==> src/rtl/leb_pkg.sv <==
// Package for the line edit buffer: line capacity, key codes, result kinds,
// and the command type passed from the front end to the back end.
// No dependencies.
`default_nettype none

package leb_pkg;

   localparam int LINE_CAPACITY = 16;
   localparam int POS_W         = $clog2(LINE_CAPACITY + 1);
   localparam int KEY_W         = 8;
   localparam int FIELD_POS_W   = 5;
   localparam int QUEUE_DEPTH   = 2;
   localparam int QPTR_W        = (QUEUE_DEPTH > 1) ? $clog2(QUEUE_DEPTH) : 1;
   localparam int QCNT_W        = $clog2(QUEUE_DEPTH + 1);

   localparam logic [KEY_W-1:0] KEY_BACKSPACE  = 8'd8;
   localparam logic [KEY_W-1:0] KEY_ENTER      = 8'd13;
   localparam logic [KEY_W-1:0] KEY_ESCAPE     = 8'd27;
   localparam logic [KEY_W-1:0] KEY_EXT_PREFIX = 8'd224;
   localparam logic [KEY_W-1:0] EXT_LEFT       = 8'd75;
   localparam logic [KEY_W-1:0] EXT_RIGHT      = 8'd77;
   localparam logic [KEY_W-1:0] EXT_HOME       = 8'd71;
   localparam logic [KEY_W-1:0] EXT_END        = 8'd79;
   localparam logic [KEY_W-1:0] PRINT_LOW      = 8'd33;
   localparam logic [KEY_W-1:0] PRINT_HIGH     = 8'd127;

   typedef enum logic [1:0] {
      KIND_STATUS  = 2'd0,
      KIND_CHAR    = 2'd1,
      KIND_EMPTY   = 2'd2,
      KIND_DISCARD = 2'd3
   } leb_kind_type;

   typedef enum logic [3:0] {
      OP_NONE,
      OP_INSERT,
      OP_LEFT,
      OP_RIGHT,
      OP_HOME,
      OP_END,
      OP_BACK,
      OP_ENTER,
      OP_ESC
   } leb_op_type;

   typedef struct packed {
      leb_op_type       op;
      logic [KEY_W-1:0] key;
   } leb_cmd_type;

   typedef enum logic {
      BACK_RUN,
      BACK_EMIT
   } leb_back_state_type;

   typedef enum logic [1:0] {
      SHIFT_HOLD,
      SHIFT_INSERT,
      SHIFT_DELETE,
      SHIFT_EMIT
   } leb_shift_type;

endpackage

`default_nettype wire

==> src/rtl/line_edit_buffer.sv <==
// Line edit buffer top level: front end, command queue and back end.
// Depends on leb_pkg, leb_front, leb_queue and leb_back.
// A key passes the command queue register and then the result register before its first
// result is valid. Throughput: one key per cycle for keys with one result, while results
// are taken; Enter holds the back end while the line cells shift out one character a cycle.
// Reset clears cursor, length, extended prefix, queue and result valid; line cells keep data.
`default_nettype none

module line_edit_buffer (
   input  wire logic                          clock,
   input  wire logic                          reset,
   input  wire logic                          req_valid,
   output logic                               req_ready,
   input  wire logic [leb_pkg::KEY_W-1:0]     req_key_code,
   output logic                               rsp_valid,
   input  wire logic                          rsp_ready,
   output logic [1:0]                         rsp_kind,
   output logic [leb_pkg::KEY_W-1:0]          rsp_char_out,
   output logic [leb_pkg::FIELD_POS_W-1:0]    rsp_cursor_pos,
   output logic [leb_pkg::FIELD_POS_W-1:0]    rsp_line_len,
   output logic                               rsp_last
);
   import leb_pkg::*;

   logic        front_valid;
   logic        front_ready;
   leb_cmd_type front_cmd;
   logic        back_valid;
   logic        back_ready;
   leb_cmd_type back_cmd;

   leb_front u_front (
      .clock        (clock),
      .reset        (reset),
      .req_valid    (req_valid),
      .req_ready    (req_ready),
      .req_key_code (req_key_code),
      .cmd_valid    (front_valid),
      .cmd_ready    (front_ready),
      .cmd          (front_cmd)
   );

   leb_queue u_queue (
      .clock     (clock),
      .reset     (reset),
      .in_valid  (front_valid),
      .in_ready  (front_ready),
      .in_cmd    (front_cmd),
      .out_valid (back_valid),
      .out_ready (back_ready),
      .out_cmd   (back_cmd)
   );

   leb_back u_back (
      .clock          (clock),
      .reset          (reset),
      .cmd_valid      (back_valid),
      .cmd_ready      (back_ready),
      .cmd            (back_cmd),
      .rsp_valid      (rsp_valid),
      .rsp_ready      (rsp_ready),
      .rsp_kind       (rsp_kind),
      .rsp_char_out   (rsp_char_out),
      .rsp_cursor_pos (rsp_cursor_pos),
      .rsp_line_len   (rsp_line_len),
      .rsp_last       (rsp_last)
   );

endmodule

`default_nettype wire

==> src/rtl/leb_front.sv <==
// Front end of the line edit buffer: accepts key bytes, tracks the extended
// prefix, and classifies each key into a command. Depends on leb_pkg.
`default_nettype none

module leb_front (
   input  wire logic                      clock,
   input  wire logic                      reset,
   input  wire logic                      req_valid,
   output logic                           req_ready,
   input  wire logic [leb_pkg::KEY_W-1:0] req_key_code,
   output logic                           cmd_valid,
   input  wire logic                      cmd_ready,
   output leb_pkg::leb_cmd_type           cmd
);
   import leb_pkg::*;

   logic       ext_pending_ff;
   logic       ext_pending_in;
   logic       accept;
   leb_op_type op;

   assign req_ready = cmd_ready;
   assign cmd_valid = req_valid;
   assign accept    = req_valid && cmd_ready;

   always_comb begin
      op = OP_NONE;
      if (ext_pending_ff) begin
         unique case (req_key_code)
            EXT_LEFT:  op = OP_LEFT;
            EXT_RIGHT: op = OP_RIGHT;
            EXT_HOME:  op = OP_HOME;
            EXT_END:   op = OP_END;
            default:   op = OP_NONE;
         endcase
      end else if (req_key_code >= PRINT_LOW && req_key_code <= PRINT_HIGH) begin
         op = OP_INSERT;
      end else begin
         unique case (req_key_code)
            KEY_BACKSPACE: op = OP_BACK;
            KEY_ENTER:     op = OP_ENTER;
            KEY_ESCAPE:    op = OP_ESC;
            default:       op = OP_NONE;
         endcase
      end
   end

   assign cmd.op  = op;
   assign cmd.key = req_key_code;

   always_comb begin
      ext_pending_in = ext_pending_ff;
      if (accept) begin
         ext_pending_in = !ext_pending_ff && (req_key_code == KEY_EXT_PREFIX);
      end
   end

   always_ff @(posedge clock) begin
      if (reset) begin
         ext_pending_ff <= 1'b0;
      end else begin
         ext_pending_ff <= ext_pending_in;
      end
   end

endmodule

`default_nettype wire

==> src/rtl/leb_queue.sv <==
// Short command queue between the front end and the back end of the line
// edit buffer. Depends on leb_pkg.
`default_nettype none

module leb_queue (
   input  wire logic                  clock,
   input  wire logic                  reset,
   input  wire logic                  in_valid,
   output logic                       in_ready,
   input  wire leb_pkg::leb_cmd_type  in_cmd,
   output logic                       out_valid,
   input  wire logic                  out_ready,
   output leb_pkg::leb_cmd_type       out_cmd
);
   import leb_pkg::*;

   leb_cmd_type         entry_ff [QUEUE_DEPTH];
   logic [QPTR_W-1:0]   wr_ptr_ff;
   logic [QPTR_W-1:0]   wr_ptr_in;
   logic [QPTR_W-1:0]   rd_ptr_ff;
   logic [QPTR_W-1:0]   rd_ptr_in;
   logic [QCNT_W-1:0]   count_ff;
   logic [QCNT_W-1:0]   count_in;
   logic                push;
   logic                pop;

   assign in_ready  = (count_ff != QCNT_W'(QUEUE_DEPTH));
   assign out_valid = (count_ff != '0);
   assign out_cmd   = entry_ff[rd_ptr_ff];
   assign push      = in_valid && in_ready;
   assign pop       = out_valid && out_ready;

   always_comb begin
      wr_ptr_in = wr_ptr_ff;
      rd_ptr_in = rd_ptr_ff;
      count_in  = count_ff;
      if (push) begin
         wr_ptr_in = (wr_ptr_ff == QPTR_W'(QUEUE_DEPTH - 1)) ? '0 : wr_ptr_ff + 1'b1;
      end
      if (pop) begin
         rd_ptr_in = (rd_ptr_ff == QPTR_W'(QUEUE_DEPTH - 1)) ? '0 : rd_ptr_ff + 1'b1;
      end
      if (push && !pop) begin
         count_in = count_ff + 1'b1;
      end else if (pop && !push) begin
         count_in = count_ff - 1'b1;
      end
   end

   always_ff @(posedge clock) begin
      if (reset) begin
         wr_ptr_ff <= '0;
         rd_ptr_ff <= '0;
         count_ff  <= '0;
      end else begin
         wr_ptr_ff <= wr_ptr_in;
         rd_ptr_ff <= rd_ptr_in;
         count_ff  <= count_in;
      end
   end

   always_ff @(posedge clock) begin
      if (push) begin
         entry_ff[wr_ptr_ff] <= in_cmd;
      end
   end

endmodule

`default_nettype wire

==> src/rtl/leb_back.sv <==
// Back end of the line edit buffer: holds the line cells, cursor and length,
// carries out commands and drives the registered result channel.
// Depends on leb_pkg.
`default_nettype none

module leb_back (
   input  wire logic                          clock,
   input  wire logic                          reset,
   input  wire logic                          cmd_valid,
   output logic                               cmd_ready,
   input  wire leb_pkg::leb_cmd_type          cmd,
   output logic                               rsp_valid,
   input  wire logic                          rsp_ready,
   output logic [1:0]                         rsp_kind,
   output logic [leb_pkg::KEY_W-1:0]          rsp_char_out,
   output logic [leb_pkg::FIELD_POS_W-1:0]    rsp_cursor_pos,
   output logic [leb_pkg::FIELD_POS_W-1:0]    rsp_line_len,
   output logic                               rsp_last
);
   import leb_pkg::*;

   logic [KEY_W-1:0]       store_ff [LINE_CAPACITY];
   logic [POS_W-1:0]       cursor_ff;
   logic [POS_W-1:0]       cursor_in;
   logic [POS_W-1:0]       length_ff;
   logic [POS_W-1:0]       length_in;
   logic [POS_W-1:0]       remain_ff;
   logic [POS_W-1:0]       remain_in;
   leb_back_state_type     state_ff;
   leb_back_state_type     state_in;
   leb_shift_type          shift;
   logic                   out_free;
   logic                   take;
   logic                   load;

   logic                   rsp_valid_ff;
   logic                   rsp_valid_in;
   leb_kind_type           rsp_kind_ff;
   leb_kind_type           rsp_kind_in;
   logic [KEY_W-1:0]       rsp_char_ff;
   logic [KEY_W-1:0]       rsp_char_in;
   logic [POS_W-1:0]       rsp_cursor_ff;
   logic [POS_W-1:0]       rsp_length_ff;
   logic                   rsp_last_ff;
   logic                   rsp_last_in;

   assign out_free  = !rsp_valid_ff || rsp_ready;
   assign cmd_ready = (state_ff == BACK_RUN) && out_free;
   assign take      = cmd_valid && cmd_ready;

   always_comb begin
      state_in = state_ff;
      unique case (state_ff)
         BACK_RUN: begin
            if (take && cmd.op == OP_ENTER && length_ff > POS_W'(1)) begin
               state_in = BACK_EMIT;
            end
         end
         BACK_EMIT: begin
            if (out_free && remain_ff == POS_W'(1)) begin
               state_in = BACK_RUN;
            end
         end
         default: state_in = BACK_RUN;
      endcase
   end

   always_comb begin
      cursor_in    = cursor_ff;
      length_in    = length_ff;
      remain_in    = remain_ff;
      shift        = SHIFT_HOLD;
      load         = 1'b0;
      rsp_kind_in  = KIND_STATUS;
      rsp_char_in  = '0;
      rsp_last_in  = 1'b1;
      unique case (state_ff)
         BACK_RUN: begin
            if (take) begin
               load = 1'b1;
               unique case (cmd.op)
                  OP_INSERT: begin
                     if (length_ff < POS_W'(LINE_CAPACITY)) begin
                        shift     = SHIFT_INSERT;
                        cursor_in = cursor_ff + 1'b1;
                        length_in = length_ff + 1'b1;
                     end
                  end
                  OP_LEFT: begin
                     if (cursor_ff != '0) begin
                        cursor_in = cursor_ff - 1'b1;
                     end
                  end
                  OP_RIGHT: begin
                     if (cursor_ff < length_ff) begin
                        cursor_in = cursor_ff + 1'b1;
                     end
                  end
                  OP_HOME: cursor_in = '0;
                  OP_END:  cursor_in = length_ff;
                  OP_BACK: begin
                     if (cursor_ff != '0) begin
                        shift     = SHIFT_DELETE;
                        cursor_in = cursor_ff - 1'b1;
                        length_in = length_ff - 1'b1;
                     end
                  end
                  OP_ENTER: begin
                     cursor_in = '0;
                     length_in = '0;
                     if (length_ff == '0) begin
                        rsp_kind_in = KIND_EMPTY;
                     end else begin
                        shift       = SHIFT_EMIT;
                        rsp_kind_in = KIND_CHAR;
                        rsp_char_in = store_ff[0];
                        rsp_last_in = (length_ff == POS_W'(1));
                        remain_in   = length_ff - 1'b1;
                     end
                  end
                  OP_ESC: begin
                     cursor_in   = '0;
                     length_in   = '0;
                     rsp_kind_in = KIND_DISCARD;
                  end
                  default: ;
               endcase
            end
         end
         BACK_EMIT: begin
            if (out_free) begin
               load        = 1'b1;
               shift       = SHIFT_EMIT;
               rsp_kind_in = KIND_CHAR;
               rsp_char_in = store_ff[0];
               rsp_last_in = (remain_ff == POS_W'(1));
               remain_in   = remain_ff - 1'b1;
            end
         end
         default: ;
      endcase
      rsp_valid_in = load || (rsp_valid_ff && !rsp_ready);
   end

   always_ff @(posedge clock) begin
      if (reset) begin
         state_ff     <= BACK_RUN;
         cursor_ff    <= '0;
         length_ff    <= '0;
         remain_ff    <= '0;
         rsp_valid_ff <= 1'b0;
      end else begin
         state_ff     <= state_in;
         cursor_ff    <= cursor_in;
         length_ff    <= length_in;
         remain_ff    <= remain_in;
         rsp_valid_ff <= rsp_valid_in;
      end
   end

   always_ff @(posedge clock) begin
      if (load) begin
         rsp_kind_ff   <= rsp_kind_in;
         rsp_char_ff   <= rsp_char_in;
         rsp_cursor_ff <= cursor_in;
         rsp_length_ff <= length_in;
         rsp_last_ff   <= rsp_last_in;
      end
   end

   always_ff @(posedge clock) begin
      for (int i = 0; i < LINE_CAPACITY; i++) begin
         case (shift)
            SHIFT_INSERT: begin
               if (POS_W'(i) == cursor_ff) begin
                  store_ff[i] <= cmd.key;
               end else if (POS_W'(i) > cursor_ff) begin
                  store_ff[i] <= store_ff[(i > 0) ? i - 1 : 0];
               end
            end
            SHIFT_DELETE: begin
               if (POS_W'(i) >= cursor_ff - 1'b1) begin
                  store_ff[i] <= store_ff[(i + 1 < LINE_CAPACITY) ? i + 1 : i];
               end
            end
            SHIFT_EMIT: begin
               store_ff[i] <= store_ff[(i + 1 < LINE_CAPACITY) ? i + 1 : i];
            end
            default: ;
         endcase
      end
   end

   assign rsp_valid      = rsp_valid_ff;
   assign rsp_kind       = rsp_kind_ff;
   assign rsp_char_out   = rsp_char_ff;
   assign rsp_cursor_pos = FIELD_POS_W'(rsp_cursor_ff);
   assign rsp_line_len   = FIELD_POS_W'(rsp_length_ff);
   assign rsp_last       = rsp_last_ff;

endmodule

`default_nettype wire
==> config.mk <==
export PLATFORM = sky130hd
export DESIGN_NAME = line_edit_buffer
export DESIGN_NICKNAME = d
export VERILOG_FILES = /design/src/rtl/leb_pkg.sv /design/src/rtl/line_edit_buffer.sv /design/src/rtl/leb_front.sv /design/src/rtl/leb_queue.sv /design/src/rtl/leb_back.sv
export SDC_FILE = /design/constraint.sdc
export NUM_CORES = 1
export LEC_CHECK = 0
export BUFFER_PORTS_ARGS = -buffer_cell sky130_fd_sc_hd__buf_2
export CAP_MARGIN = 15
export CORE_ASPECT_RATIO = 0.9
export CORE_MARGIN = 5
export CORE_UTILIZATION = 50
export CTS_BUF_LIST = sky130_fd_sc_hd__clkbuf_8
export CTS_CLUSTER_SIZE = 24
export DETAILED_ROUTE_END_ITERATION = 7
export PLACE_DENSITY = 0.66
export SETUP_SLACK_MARGIN = 0.02
export SLEW_MARGIN = 20
export SYNTH_ARGS = -nofsm -noshare
export SYNTH_HDL_FRONTEND = slang
export SYNTH_HIERARCHICAL = 1
export SYNTH_SLANG_ARGS = --single-unit
==> constraint.sdc <==
create_clock -name clock -period 4.6 [get_ports clock]
set_input_delay 0.46 -clock clock [delete_from_list [all_inputs] [get_ports clock]]
set_output_delay 0.46 -clock clock [all_outputs]
set_load 0.02 [all_outputs]
==> run summary <==
The critical path goes through inv_1 > ha_1 > or4b_4 > a222oi_1 > or4b_1 > o31a_1 > o21ai_1. After detailed routing, the total wire length is ~26 mm. Each instance of the synthesized netlist takes up on average about 11 um^2. The number of placement rows came out at 52. The count of H-tree levels built during CTS is 4. The number of global-route vias before repair came to between 7000 and 8000. The HPWL after detailed placement is 18.9 mm. The CTS tree is done. The wire length of the first global-routing pass came out at approximately 42 mm.

The nature of the critical path startpoint is a flop. The initial antenna violation count is 0. The via count of the routed design came out at 7752. The number of nets in the synthesized netlist is ~1000.

In the final routed layout, each cell accounts on average for around 20 um. The reg-to-reg setup timing slack came out at around 800 ps. The critical path's largest stage delay is approximately 740 ps.

Global routing consumed, over all layers together, slightly above 20% of the routing resources. In this run the worst setup path terminates at u_back/store_ff[0][46]. The post-detailed-route count of antenna-violating nets is 0. The critical path starts at u_back/length_ff[0]. Once placement finished, the instance area stood at between 10000 and 15000 um^2.

The cell depth of the worst flop-to-flop path came out at 7. CTS placed an instance of sky130_fd_sc_hd__clkbuf_8 at the clock tree root. The part of the cycle the worst path needs is a little over 80%. The placement-stage worst setup slack is between 800 and 900 ps.

The share of the synthesized area in the top cell type came out at roughly 46%. Between clock sinks in the finished design, the worst skew comes to roughly 14 ps. The critical path data arrival time is between 3000 and 4000 ps. The commonest cells after synthesis are sky130_fd_sc_hd__edfxtp_1, sky130_fd_sc_hd__mux2_2, sky130_fd_sc_hd__nand2_1. The cell count after synthesis came out at between 900 and 1000. The number of hold violations in the final report is 0. The congestion estimate from routability-driven global placement came to about 0.9. The clock passes through at most 2 buffers. The total non-filler cell area in the finished layout is ~12000 um^2. The number of hold buffers added after CTS was 0. The worst supply voltage drop on vdd is ~0.25 mV. The final critical path time including I/O delays and setup came out at 3790 ps. The total power consumption of the routed design is ~5 mW. The max-capacitance violation count came out at 0.

The maximum net fanout on the critical path came out at 17. Once the floorplan was initialized, standard cells occupied 50.4% of the core. The data required time of the critical path is between 4000 and 5000 ps. Setup violations remaining at the end of the flow were counted as 0. The minimum setup slack in the final design is about 810 ps. The count of antenna diodes in the layout came out at 0. The total overflow left after global routing is 0.

Clock-pin slew was measured on the worst setup and hold paths at around 100 ps. The number of enable flip-flop cells after synthesis is approximately 170. Dividing the detail-routed via count by the number of cells gives 5.95. Among all flip-flop cells after synthesis, the most frequent one is sky130_fd_sc_hd__edfxtp_1. The tightest min-delay check is of the input pin to flop type.

The worst register-to-register path begins at u_back/length_ff[0]. The most common cell in the synthesized netlist is sky130_fd_sc_hd__edfxtp_1. The number of gates resized after CTS was 0. The die boundary height is approximately 150 um.

35 I/O pins were placed. Relative to the synthesized area, the layout overhead comes to 7.18%. The number of port buffers is 34. The number of synthesis warnings came out at 6. The max-slew violation count came out at 0. The share of flip-flops with an asynchronous set or reset after synthesis came out at 0%.

The worst register-to-register path ends at u_back/store_ff[0][46]. In this design, the largest share of critical-path delay is due to compound AO/OA/AOI/OAI gates. Counting distinct cell types in the post-synthesis netlist gives 89. The critical path runs through a total of 7 cells. The number of filler instances in the final layout came out at 1980. The horizontal die dimension came out at 168 um.

The leakage dissipation is around 4.2 nW. The ratio of total power to cell area is between 400 and 500 nW/um^2. By startpoint and endpoint, the worst setup path is classified as flop to flop.

The run finished with clean final reports. The total negative slack for setup checks is 0 ps. The maximum number of pins on one net before global-route repair is 34. The critical path buffer and inverter count came out at 1. STA classifies the critical path endpoint as a flop. The first TritonRoute pass finished after 5 iterations. The area of the core came out at ~22000 um^2. The number of synthesized register bits came out at about 200. The DRC violations left is 0.

The sink count of the clock tree is approximately 200. The number of nets in the layout came out at about 1000. The fmax is around 260 MHz.

The slowest library cell on the worst path is sky130_fd_sc_hd__or4b_1. Setup repair after global routing left no endpoint under its margin. The sequential cell area fraction in the yosys report came out at between 50% and 60%.

The mapped cell area is 11300 um^2. The number of post-CTS setup repair buffers is 0. The post-route netlist has about 24% of its cells at a drive strength greater than 1. The detailed router finished its first iteration with roughly 720 violations. sky130_fd_sc_hd__edfxtp_1 takes more of the synthesized area than any other cell. The source-to-sink clock delay at the later pin of the worst-skew pair is between 400 and 500 ps. The actual slew at the worst max-slew pin came out at slightly above 900 ps.

The die area is 25700 um^2. The total CTS buffers is 17. The remaining max-slew budget at the tightest pin came out at between 30% and 40%.

In the post-synthesis netlist, the biggest area contributors are sky130_fd_sc_hd__edfxtp_1, sky130_fd_sc_hd__mux2_2, sky130_fd_sc_hd__mux2i_1.
## worst min-delay path by stage
stage                                         to  slack (ps)  cells past startpoint                start
final                     u_queue/entry_ff[0][4]         230                      1      req_key_code[4]
after global routing      u_queue/entry_ff[0][4]         190                      1      req_key_code[4]
after CTS                 u_queue/entry_ff[1][4]         180                      1      req_key_code[4]
after detailed placement     u_back/remain_ff[4]         480                      2  u_back/remain_ff[4]
after global placement       u_back/remain_ff[4]         470                      2  u_back/remain_ff[4]
after floorplan              u_back/remain_ff[4]         450                      2  u_back/remain_ff[4]
## cell usage in the layout, fill, tap and decap left out, drive strengths merged, types with 6 or more instances in the layout
cell type	Yosys	routed
o21ai	82	82
mux2i	65	65
and2	17	17
buf	39	67
nor2	56	56
a31oi	6	6
dfxtp	23	23
nor2b	15	15
ha	17	17
xnor2	7	7
a21o	7	7
nand2b	12	12
nand3	13	13
edfxtp	173	173
nor3	15	15
mux2	109	109
inv	20	25
a21oi	41	41
o31ai	7	7
o211ai	7	7
clkbuf	36	20
xor2	6	6
a221o	9	9
nand2	93	93
## report_power, final
group	leakage (nW)	internal (mW)	switching, mW
clock network	0.213	0.529	0.608
logic	2.18	0.642	0.891
registers	1.77	2.23	0.0574
total	4.16	3.41	1.56
## state kept, by name (all words and copies together) (netlist names), 2 cells and up, named ones only
name,cells
u_back/cursor_ff,5
u_back/length_ff,5
u_back/remain_ff,5
u_back/rsp_char_out,8
u_back/rsp_cursor_pos,5
u_back/rsp_kind,2
u_back/rsp_line_len,5
u_back/store_ff,128
u_queue/count_ff,2
u_queue/entry_ff,24
## metal layers
metal / GRT usage, % / vias to the layer above / part of all wire [%]
met1: 29.9 / 3768 / 48
met2: 29.8 / 252 / 44
met5: 0 / - / 0
met3: 4.10 / 39 / 6.3
met4: 6.45 / 0 / 1.8
li1: - / 3693 / -
## metrics by stage
stage / std cells / utilization (%) / hold WS [ps]
floorplan: 982 / - / 449
global placement: 1271 / 52.2 / 466
detailed placement: 1271 / 52.2 / 476
CTS: 1303 / 54.0 / 185
global route: 1303 / 54.0 / 190
finish: 1303 / 54.0 / 234
## kinds of logic after synthesis
logic type	count (synthesis)	share of synthesized area, %
adders and majority gates	17	1.89
AOI/OAI and AO/OA	212	12.7
muxes	174	16.7
and+or+nand+nor	275	13.4
DFF	196	50.1
buffers and inverters	95	4.17
xor gates and xnor gates	13	1.01
## layout make-up
| class | instances | area [um^2] | area share, % |
|---|---|---|---|
| inverters | 20 | 75.1 | 0.621 |
| clock buffers | 20 | 275 | 2.28 |
| repair buffers | 67 | 418 | 3.46 |
| multi-input cells | 691 | 5160 | 42.7 |
| well taps | 297 | 372 | 3.07 |
| clock inverters | 12 | 128 | 1.06 |
| flip-flops and latches | 196 | 5660 | 46.8 |
No activity file was read; power rests on OpenSTA's default activity.
